--- src/sv/wav_pcm16_stream_parser_assert.svh ---
// Assertion macros shared by the WAV parser modules.
`ifndef WAV_PCM16_STREAM_PARSER_ASSERT_SVH
`define WAV_PCM16_STREAM_PARSER_ASSERT_SVH
`ifndef SYNTHESIS
`define WAVP_ASSERT(lbl, ante, cons, msg) \
  lbl: assert property (@(posedge clk) disable iff (!rst_n) (ante) |-> (cons)) \
    else $error(msg);
`define WAVP_ASSERT_NEXT(lbl, ante, cons, msg) \
  lbl: assert property (@(posedge clk) disable iff (!rst_n) (ante) |=> (cons)) \
    else $error(msg);
`else
`define WAVP_ASSERT(lbl, ante, cons, msg)
`define WAVP_ASSERT_NEXT(lbl, ante, cons, msg)
`endif
`endif

--- src/sv/wavp_pkg.sv ---
// Types, codes and helpers for the WAV PCM16 stream parser.
package wavp_pkg;

  localparam logic [31:0] TAG_RIFF  = 32'h4646_4952;
  localparam logic [31:0] TAG_WAVE  = 32'h4556_4157;
  localparam logic [31:0] TAG_FMT   = 32'h2074_6D66;
  localparam logic [31:0] TAG_DATA  = 32'h6174_6164;
  localparam logic [31:0] FMT_MIN   = 32'd16;
  localparam logic [15:0] AUDIO_PCM = 16'd1;

  localparam int QDEPTH = 4;
  localparam int QPTR_W = $clog2(QDEPTH);
  localparam int QCNT_W = $clog2(QDEPTH + 1);

  typedef enum logic [3:0] {
    PH_RIFF, PH_RSIZE, PH_WAVE, PH_ID, PH_SZ_FMT, PH_SZ_DATA, PH_SZ_OTHER,
    PH_FMT, PH_DATA, PH_SKIP, PH_PAD, PH_HALT
  } phase_t;

  typedef enum logic [3:0] {
    ST_OK        = 4'd0,
    ST_NOT_RIFF  = 4'd1,
    ST_NOT_WAVE  = 4'd2,
    ST_FMT_SMALL = 4'd3,
    ST_TRUNC     = 4'd4,
    ST_NO_FMT    = 4'd5,
    ST_NO_DATA   = 4'd6,
    ST_NOT_PCM   = 4'd7,
    ST_ODD_DATA  = 4'd8
  } status_t;

  typedef enum logic {
    KIND_SAMPLE = 1'b0,
    KIND_STATUS = 1'b1
  } kind_t;

  typedef struct packed {
    kind_t              kind;
    logic signed [15:0] sample;
    logic [3:0]         status;
    logic               last;
  } res_t;

  // up to two results per input byte; r1 only ever follows r0
  typedef struct packed {
    logic v0;
    res_t r0;
    logic v1;
    res_t r1;
  } res_pair_t;

  function automatic status_t verdict(input logic hf, input logic hd,
                                      input logic [15:0] af, input logic odd);
    status_t st;
    if (!hf)                   st = ST_NO_FMT;
    else if (!hd)              st = ST_NO_DATA;
    else if (af != AUDIO_PCM)  st = ST_NOT_PCM;
    else if (odd)              st = ST_ODD_DATA;
    else                       st = ST_OK;
    return st;
  endfunction

  function automatic res_t mk_status(input status_t st);
    res_t r;
    r.kind   = KIND_STATUS;
    r.sample = '0;
    r.status = st;
    r.last   = 1'b1;
    return r;
  endfunction

  function automatic res_t mk_sample(input logic [15:0] s);
    res_t r;
    r.kind   = KIND_SAMPLE;
    r.sample = signed'(s);
    r.status = ST_OK;
    r.last   = 1'b0;
    return r;
  endfunction

endpackage

--- src/sv/wavp_core.sv ---
// Byte-wise RIFF/WAVE chunk walker: state update and result generation.
`include "wav_pcm16_stream_parser_assert.svh"
module wavp_core (
  input  logic                clk,
  input  logic                rst_n,
  input  logic                in_acc,
  input  logic [7:0]          in_byte,
  input  logic                in_eos,
  output wavp_pkg::res_pair_t res
);
  import wavp_pkg::*;

  phase_t      phase_r, phase_nxt;
  logic [1:0]  bif_r, bif_nxt;
  logic [31:0] fs_r, fs_nxt;
  logic [31:0] cr_r, cr_nxt;
  logic        chunk_odd_r, chunk_odd_nxt;
  logic        have_fmt_r, have_fmt_nxt;
  logic        have_data_r, have_data_nxt;
  logic        data_odd_r, data_odd_nxt;
  logic [15:0] af_r, af_nxt;
  logic [7:0]  low_r, low_nxt;

  logic [31:0] word;
  logic        field_done;
  logic        cr_last;
  logic [31:0] cr_dec;
  logic        at_boundary;

  // little-endian field assembly: new byte enters at the top
  assign word        = {in_byte, fs_r[31:8]};
  assign field_done  = (bif_r == 2'd3);
  assign cr_last     = (cr_r == 32'd1);
  assign cr_dec      = cr_r - 32'd1;
  assign at_boundary = (phase_r == PH_ID && bif_r == 2'd0) || phase_r == PH_SKIP ||
                       phase_r == PH_PAD;

  // next state
  always_comb begin
    phase_nxt     = phase_r;
    bif_nxt       = bif_r;
    fs_nxt        = fs_r;
    cr_nxt        = cr_r;
    chunk_odd_nxt = chunk_odd_r;
    have_fmt_nxt  = have_fmt_r;
    have_data_nxt = have_data_r;
    data_odd_nxt  = data_odd_r;
    af_nxt        = af_r;
    low_nxt       = low_r;
    if (in_acc) begin
      if (in_eos) begin
        phase_nxt     = PH_RIFF;
        bif_nxt       = 2'd0;
        fs_nxt        = '0;
        have_fmt_nxt  = 1'b0;
        have_data_nxt = 1'b0;
      end else begin
        case (phase_r)
          PH_RIFF, PH_RSIZE, PH_WAVE, PH_ID, PH_SZ_FMT, PH_SZ_DATA,
          PH_SZ_OTHER: begin
            fs_nxt  = word;
            bif_nxt = bif_r + 2'd1;
            if (field_done) begin
              bif_nxt = 2'd0;
              fs_nxt  = '0;
              case (phase_r)
                PH_RIFF:  phase_nxt = (word == TAG_RIFF) ? PH_RSIZE : PH_HALT;
                PH_RSIZE: phase_nxt = PH_WAVE;
                PH_WAVE:  phase_nxt = (word == TAG_WAVE) ? PH_ID : PH_HALT;
                PH_ID: begin
                  if (word == TAG_FMT)       phase_nxt = PH_SZ_FMT;
                  else if (word == TAG_DATA) phase_nxt = PH_SZ_DATA;
                  else                       phase_nxt = PH_SZ_OTHER;
                end
                PH_SZ_FMT: begin
                  if (word < FMT_MIN) begin
                    phase_nxt = PH_HALT;
                  end else begin
                    chunk_odd_nxt = word[0];
                    fs_nxt        = word - FMT_MIN;  // extra fmt bytes to skip
                    cr_nxt        = FMT_MIN;
                    phase_nxt     = PH_FMT;
                  end
                end
                PH_SZ_DATA: begin
                  chunk_odd_nxt = word[0];
                  cr_nxt        = word;
                  if (word == 32'd0) begin
                    have_data_nxt = 1'b1;
                    data_odd_nxt  = 1'b0;
                    phase_nxt     = have_fmt_r ? PH_HALT : PH_ID;
                  end else begin
                    phase_nxt = PH_DATA;
                  end
                end
                default: begin
                  chunk_odd_nxt = word[0];
                  cr_nxt        = word;
                  phase_nxt     = (word == 32'd0) ? PH_ID : PH_SKIP;
                end
              endcase
            end
          end
          PH_FMT: begin
            if (cr_r == FMT_MIN)              af_nxt = {8'h00, in_byte};
            else if (cr_r == FMT_MIN - 32'd1) af_nxt = {in_byte, af_r[7:0]};
            cr_nxt = cr_dec;
            if (cr_last) begin
              have_fmt_nxt = 1'b1;
              if (have_data_r) begin
                phase_nxt = PH_HALT;
              end else begin
                cr_nxt = fs_r;
                fs_nxt = '0;
                if (fs_r != 32'd0) begin
                  phase_nxt = PH_SKIP;
                end else begin
                  phase_nxt = chunk_odd_r ? PH_PAD : PH_ID;
                  bif_nxt   = 2'd0;
                end
              end
            end
          end
          PH_DATA: begin
            if (bif_r == 2'd0) begin
              low_nxt = in_byte;
              bif_nxt = 2'd1;
            end else begin
              bif_nxt = 2'd0;
            end
            cr_nxt = cr_dec;
            if (cr_last) begin
              have_data_nxt = 1'b1;
              data_odd_nxt  = chunk_odd_r;
              bif_nxt       = 2'd0;
              fs_nxt        = '0;
              if (have_fmt_r) phase_nxt = PH_HALT;
              else            phase_nxt = chunk_odd_r ? PH_PAD : PH_ID;
            end
          end
          PH_SKIP: begin
            cr_nxt = cr_dec;
            if (cr_last) begin
              phase_nxt = chunk_odd_r ? PH_PAD : PH_ID;
              fs_nxt    = '0;
              bif_nxt   = 2'd0;
            end
          end
          PH_PAD: begin
            phase_nxt = PH_ID;
            fs_nxt    = '0;
            bif_nxt   = 2'd0;
          end
          default: begin
          end
        endcase
      end
    end
  end

  // results caused by the accepted byte
  always_comb begin
    res = '0;
    if (in_acc) begin
      if (in_eos) begin
        if (phase_r != PH_HALT) begin
          res.v0 = 1'b1;
          res.r0 = mk_status(at_boundary ?
                             verdict(have_fmt_r, have_data_r, af_r, data_odd_r) :
                             ST_TRUNC);
        end
      end else begin
        case (phase_r)
          PH_RIFF: begin
            if (field_done && word != TAG_RIFF) begin
              res.v0 = 1'b1;
              res.r0 = mk_status(ST_NOT_RIFF);
            end
          end
          PH_WAVE: begin
            if (field_done && word != TAG_WAVE) begin
              res.v0 = 1'b1;
              res.r0 = mk_status(ST_NOT_WAVE);
            end
          end
          PH_SZ_FMT: begin
            if (field_done && word < FMT_MIN) begin
              res.v0 = 1'b1;
              res.r0 = mk_status(ST_FMT_SMALL);
            end
          end
          PH_SZ_DATA: begin
            if (field_done && word == 32'd0 && have_fmt_r) begin
              res.v0 = 1'b1;
              res.r0 = mk_status(verdict(1'b1, 1'b1, af_r, 1'b0));
            end
          end
          PH_FMT: begin
            if (cr_last && have_data_r) begin
              res.v0 = 1'b1;
              res.r0 = mk_status(verdict(1'b1, 1'b1, af_r, data_odd_r));
            end
          end
          PH_DATA: begin
            if (bif_r != 2'd0) begin
              res.v0 = 1'b1;
              res.r0 = mk_sample({in_byte, low_r});
              if (cr_last && have_fmt_r) begin
                res.v1 = 1'b1;
                res.r1 = mk_status(verdict(1'b1, 1'b1, af_r, chunk_odd_r));
              end
            end else if (cr_last && have_fmt_r) begin
              res.v0 = 1'b1;
              res.r0 = mk_status(verdict(1'b1, 1'b1, af_r, chunk_odd_r));
            end
          end
          default: begin
          end
        endcase
      end
    end
  end

  always_ff @(posedge clk) begin
    if (!rst_n) begin
      phase_r     <= PH_RIFF;
      bif_r       <= 2'd0;
      fs_r        <= '0;
      have_fmt_r  <= 1'b0;
      have_data_r <= 1'b0;
    end else begin
      phase_r     <= phase_nxt;
      bif_r       <= bif_nxt;
      fs_r        <= fs_nxt;
      have_fmt_r  <= have_fmt_nxt;
      have_data_r <= have_data_nxt;
    end
  end

  always_ff @(posedge clk) begin
    if (!rst_n) begin
      cr_r        <= '0;
      chunk_odd_r <= 1'b0;
      data_odd_r  <= 1'b0;
      af_r        <= '0;
      low_r       <= '0;
    end else begin
      cr_r        <= cr_nxt;
      chunk_odd_r <= chunk_odd_nxt;
      data_odd_r  <= data_odd_nxt;
      af_r        <= af_nxt;
      low_r       <= low_nxt;
    end
  end

  `WAVP_ASSERT(a_pair_order, res.v1, res.v0 && res.r0.kind == KIND_SAMPLE && res.r1.kind == KIND_STATUS, "second result must be a status after a sample")
  `WAVP_ASSERT_NEXT(a_status_halts, (res.v0 && res.r0.last) || res.v1, phase_r == PH_HALT || phase_r == PH_RIFF, "parser kept running after a final status")
  `WAVP_ASSERT(a_data_pairing, phase_r == PH_DATA, !bif_r[1], "byte pair counter out of range in data body")

endmodule

--- src/sv/wavp_outq.sv ---
// Four-entry result queue: takes up to two results per cycle, gives one per cycle when popped.
`include "wav_pcm16_stream_parser_assert.svh"
module wavp_outq (
  input  logic                clk,
  input  logic                rst_n,
  input  wavp_pkg::res_pair_t push,
  input  logic                pop,
  output wavp_pkg::res_t      head,
  output logic                nonempty,
  output logic                room
);
  import wavp_pkg::*;

  res_t              q_r [QDEPTH];
  logic [QPTR_W-1:0] wr_ptr_r, rd_ptr_r;
  logic [QCNT_W-1:0] count_r, count_nxt;
  logic [1:0]        push_n;
  logic              pop_ok;

  assign push_n   = {1'b0, push.v0} + {1'b0, push.v1};
  assign nonempty = (count_r != '0);
  assign room     = (count_r <= QCNT_W'(QDEPTH - 2));
  assign pop_ok   = pop && nonempty;
  assign head     = q_r[rd_ptr_r];

  always_comb begin
    count_nxt = count_r + QCNT_W'(push_n);
    if (pop_ok) count_nxt = count_nxt - QCNT_W'(1);
  end

  always_ff @(posedge clk) begin
    if (push.v0) q_r[wr_ptr_r] <= push.r0;
    if (push.v1) q_r[wr_ptr_r + QPTR_W'(1)] <= push.r1;
  end

  always_ff @(posedge clk) begin
    if (!rst_n) begin
      wr_ptr_r <= '0;
      rd_ptr_r <= '0;
      count_r  <= '0;
    end else begin
      wr_ptr_r <= wr_ptr_r + QPTR_W'(push_n);
      if (pop_ok) rd_ptr_r <= rd_ptr_r + QPTR_W'(1);
      count_r  <= count_nxt;
    end
  end

  `WAVP_ASSERT(a_no_overflow, push.v0, ({1'b0, count_r} + (QCNT_W + 1)'(push_n)) <= (QCNT_W + 1)'(QDEPTH), "result queue overflow")
  `WAVP_ASSERT_NEXT(a_pop_only, pop_ok && !push.v0, count_r == $past(count_r) - QCNT_W'(1), "queue count lost track on pop")
  `WAVP_ASSERT(a_ptr_gap, 1'b1, QPTR_W'(wr_ptr_r - rd_ptr_r) == QPTR_W'(count_r), "queue pointers disagree with count")

endmodule

--- src/sv/wav_pcm16_stream_parser.sv ---
// WAV PCM16 stream parser top level: byte stream in, samples and status out.
//
//  channel  dir  tdata                          tuser         tlast
//  in_      in   [7:0] data_byte                -             end_of_stream
//  out_     out  [15:0] sample, [19:16] status  [0] kind      last
//
// One byte per cycle while in_tready is high: each accepted byte updates
// the chunk walker in that cycle and its results (at most two: the last
// sample and the final status) enter a four-entry queue; results leave one
// per cycle when popped. in_tready drops only while the queue holds more
// than two results. Reset clears the walker to expect the RIFF tag and
// empties the queue. end_of_stream rearms the walker for the next file.
module wav_pcm16_stream_parser (
  input  logic        clk,
  input  logic        rst_n,
  input  logic        in_tvalid,
  output logic        in_tready,
  input  logic [7:0]  in_tdata,   // [7:0] data_byte
  input  logic        in_tlast,
  output logic        out_tvalid,
  input  logic        out_tready,
  output logic [23:0] out_tdata,  // [15:0] sample, [19:16] status, [23:20] zero
  output logic        out_tuser,  // [0] kind
  output logic        out_tlast
);
  import wavp_pkg::*;

  logic      in_acc;
  res_pair_t res;
  res_t      head;
  logic      room;

  assign in_tready = room;
  assign in_acc    = in_tvalid && in_tready;

  wavp_core u_core (
    .clk     (clk),
    .rst_n   (rst_n),
    .in_acc  (in_acc),
    .in_byte (in_tdata),
    .in_eos  (in_tlast),
    .res     (res)
  );

  wavp_outq u_outq (
    .clk      (clk),
    .rst_n    (rst_n),
    .push     (res),
    .pop      (out_tready),
    .head     (head),
    .nonempty (out_tvalid),
    .room     (room)
  );

  assign out_tdata = {4'b0000, head.status, head.sample};
  assign out_tuser = head.kind;
  assign out_tlast = head.last;

endmodule

--- config.mk ---
export PLATFORM = sky130hd
export DESIGN_NAME = wav_pcm16_stream_parser
export DESIGN_NICKNAME = d
export VERILOG_FILES = /design/src/sv/wavp_pkg.sv /design/src/sv/wavp_core.sv /design/src/sv/wavp_outq.sv /design/src/sv/wav_pcm16_stream_parser.sv
export VERILOG_INCLUDE_DIRS = /design/src /design/src/sv
export SDC_FILE = /design/constraint.sdc
export NUM_CORES = 1
export LEC_CHECK = 0
export ABC_AREA = 1
export CAP_MARGIN = 20
export CELL_PAD_IN_SITES_DETAIL_PLACEMENT = 0
export CELL_PAD_IN_SITES_GLOBAL_PLACEMENT = 2
export CORE_MARGIN = 2
export CORE_UTILIZATION = 39
export CTS_CLUSTER_SIZE = 30
export DETAILED_ROUTE_END_ITERATION = 8
export DONT_BUFFER_PORTS = 1
export PLACE_DENSITY_LB_ADDON = 0.25
export SKIP_LAST_GASP = 1
export SYNTH_ARGS = -nofsm -noshare
export SYNTH_HDL_FRONTEND = slang
export SYNTH_SLANG_ARGS = --single-unit
export TNS_END_PERCENT = 30
--- constraint.sdc ---
create_clock -name clk -period 5.13 [get_ports clk]
set_input_delay 0.513 -clock clk [delete_from_list [all_inputs] [get_ports clk]]
set_output_delay 0.513 -clock clk [all_outputs]
set_load 0.01 [all_outputs]
==> qor.yml <==
power_and_ir_drop:
  peakVddDrop_v: 0.000224
  p_per_area_mw_per_mm2: 348
  switching_share_pct: 39.3
  switching_power_mw: 1.69
  pwr-share-comb_pct: 29.3
  clock_power_share_pct: 31.7
  power_frac_seq_pct: 38.9
  power_mw: 4.29
  p_int_mw: 2.60
  power.leakage_nw: 5.37
synth:
  async_flop_share_pct: 0
  syn_area_mm2: 0.0117
  synth_top_flop_cell: "dfxtp_1"
  ys_seq_area_share_pct: 34.5
  ys_seq_elements: 191
  ys_types: 51
  avgSynthCellArea_um2: 6.64
  synthCells: 1759
  synth_edf_count: 20
  yosys_warnings: 0
finish:
  diodes: 0
  final_nets: 1734
  design_area_mm2: 0.0123
  drive_gt1_share_pct: 6.46
  num-fill-cells: 3262
  syn2layout_area_growth_pct: 5.72
worst_hold_path:
  hold_path_depth: 2
  hp-start: "rst_n"
  hold_class: "in -> reg"
  hold_end: "u_outq.wr_ptr_r[0]"
sta:
  rsz0062_at_grt: "false"
  worst_pin_slew_ns: 0.937
  skew_ns: 0.0115
  tns_ns: 0
  finalCriticalPeriod_ns: 3.53
  hold_viol_final: 0
  fmaxAchievable_mhz: 283
  fin_crit_sh_pct: 68.8
  hold_slack_ns: 0.153
  final-max-slew-violation-count: 0
  finalSetupViolations: 0
  maxSlewHeadroom_pct: 37.2
place:
  hpwl_mm: 28.2
  gp_congestion: 0.890
  dpl_cell_area_mm2: 0.0118
  port_buffers: 0
clocking:
  clock_latency_ns: 0.46
  clk_pin_slew_ns: 0.08
  clock-sinks: 191
  tritoncts.num_buffers: 17
  clockBufferDepth: 2
  cts_hold_buf: 0
  ctsResizeCount: 0
  tritoncts: "done"
  postCtsSetupBuffers: 0
  htreeDepth: 4
  cts.root.buffer_cell: "clkbuf_16"
route:
  drtIter0Drc: 916
  drc: 0
  vias: 11150
  viasPerCell: 5.29
  totalWireLength_mm: 39.3
  route.antenna.remaining_nets: 0
  dr.pass1.iters: 6
  wl_per_cell_um: 18.6
job:
  drv_cap: 0
floorplanning:
  die_h_um: 177
  initial_utilization_pct: 39.5
  die_w_um: 177
  ios: 41
  core.rowCount: 63
  die-area_mm2: 0.0313
  core_mm2: 0.0296
critical_path:
  crit_type: "reg -> reg"
  start_kind: "register"
  critical_path.startpoint: "u_core.cr_r[24]"
  crit_arrival_ns: 3.88
  endpoint_kind: "register"
  r2r_start: "u_core.cr_r[24]"
  crit_required_ns: 5.48
  r2r_cells: 21
  r2r_end: "u_outq.count_r[2]"
  r2r_slack_ns: 1.60
  path_max_fanout: 12
grt:
  grt_pass1_vias: 10734
  antenna_found_initial: 0
  grt_pass1_wl_mm: 61.3
  grt-ovfl-total: 0
  grt_usage_pct: 25.5
  grt_max_degree: 68
run_status:
  run_status: "finished, final reports clean"
power groups by stage:
stage	clock [mW]	combinational (mW)	sequential, mW
3_3_place_gp	0	1.27	1.70
6_report	1.36	1.26	1.67
4_1_cts	1.39	1.26	1.67
2_1_floorplan	0	1.00	1.65
5_1_grt	1.45	1.41	1.68
3_5_place_dp	0	1.26	1.70
state kept, by name (all words and copies together) (netlist names), 2 cells and up, named ones only:
register	cells
u_core.phase_r	4
u_core.cr_r	32
u_outq.rd_ptr_r	2
u_core.fs_r	32
u_core.low_r	8
u_outq.count_r	3
u_core.af_r	16
u_outq.q_r	84
u_outq.wr_ptr_r	2
u_core.bif_r	2
metrics by stage:
step	cells	setup slack, ns	util [%]
2_1_floorplan	1762	1.90	-
3_3_place_gp	2077	1.61	39.8
3_5_place_dp	2077	1.62	39.8
4_1_cts	2109	1.61	41.8
5_1_grt	2109	1.29	41.8
6_report	2109	1.60	41.8
cells by family after synthesis:
group	share of synthesized area, %
AND/OR/NAND/NOR	35.6
buffers and inverters	9.83
adder cells (fa/ha/maj)	1.67
AO/OA/AOI/OAI	15.6
flip-flops	34.5
other	0.0321
XOR/XNOR	2.77
area by class of cell:
| type | count | area (um^2) | share of cell area (%) |
|---|---|---|---|
| flip-flops and latches | 191 | 4020 | 32.6 |
| clock buffers | 18 | 429 | 3.48 |
| clock inverters | 14 | 144 | 1.17 |
| multi-input cells | 1315 | 6520 | 52.8 |
| inverters | 168 | 647 | 5.24 |
| repair buffers | 13 | 97.6 | 0.790 |
| well taps | 390 | 488 | 3.95 |
critical path, cell delays in order (launching register included):
cell	delay, ns
dfxtp_1	0.36
nor2_1	0.26
nand2_1	0.11
nor2_1	0.13
nand2_1	0.16
nor2_2	0.15
buf_4	0.23
nand2_1	0.12
inv_1	0.09
nor2_1	0.07
nand3_4	0.15
nand2_1	0.07
inv_1	0.06
ha_1	0.24
ha_1	0.22
fa_1	0.52
inv_1	0.05
ha_1	0.18
inv_1	0.06
o21ai_0	0.08
nand2_1	0.07
nor2_1	0.04
worst max path at each step:
stage	slack, ns	to	cells past startpoint
2_1_floorplan	1.90	u_outq.count_r[2]	22
3_3_place_gp	1.61	u_outq.count_r[2]	21
3_5_place_dp	1.62	u_outq.count_r[2]	21
4_1_cts	1.61	u_outq.count_r[2]	21
5_1_grt	1.29	u_outq.count_r[2]	21
6_report	1.60	u_outq.count_r[2]	21
cells in the mapped netlist, types with 8 or more instances:
cell,instances,area (um^2)
buf_2,26,130
a211oi_1,18,135
clkbuf_1,37,139
edfxtp_1,20,601
nor2_1,237,890
o21bai_1,15,113
xor2_1,30,263
ha_1,14,175
o21ai_0,123,616
o22ai_1,22,138
nand4_1,30,188
nand3_1,149,746
nor2_2,19,119
a22oi_1,13,97.6
o211ai_1,15,113
nor3b_1,8,60.1
nand2_2,9,56.3
buf_6,15,169
nor3_1,34,170
a21oi_1,83,415
nand2_1,431,1620
dfxtp_1,171,3420
a31oi_1,9,56.3
inv_1,156,586
layout by cell type (no fill, tap or decap), types with 3 or more instances in the layout:
master / synthesis / final
a211oi_1: 18 / 18
a21oi_1: 83 / 83
a22oi_1: 13 / 13
a31oi_1: 9 / 9
buf_4: 7 / 13
clkbuf_16: 0 / 17
clkinv_1: 3 / 3
clkinv_2: 1 / 3
clkinv_4: 3 / 6
conb_1: 1 / 4
dfxtp_1: 171 / 171
edfxtp_1: 20 / 20
ha_1: 14 / 14
inv_1: 156 / 155
inv_2: 5 / 6
inv_6: 0 / 5
inv_8: 0 / 3
nand2_1: 431 / 431
nand2_2: 9 / 9
nand3_1: 149 / 149
nand3_2: 3 / 3
nand3_4: 5 / 5
nand3b_1: 3 / 3
nand4_1: 30 / 30
nor2_1: 237 / 237
nor2_2: 19 / 19
nor2_4: 4 / 4
nor3_1: 34 / 34
nor3b_1: 8 / 8
o211ai_1: 15 / 15
o21a_1: 7 / 7
o21ai_0: 123 / 123
o21bai_1: 15 / 15
o22ai_1: 22 / 22
or2_2: 7 / 7
xnor2_1: 7 / 7
xor2_1: 30 / 30
layer usage:
layer | up-vias | track usage (%) | wire [um]
met1 | 5165 | 31.9 | 17400
met3 | 58 | 3.54 | 1710
met2 | 256 | 43.7 | 18900
li1 | 5671 | - | -
met4 | 0 | 10.7 | 1250
met5 | - | 0 | 0
No activity file was read; power rests on OpenSTA's default activity.
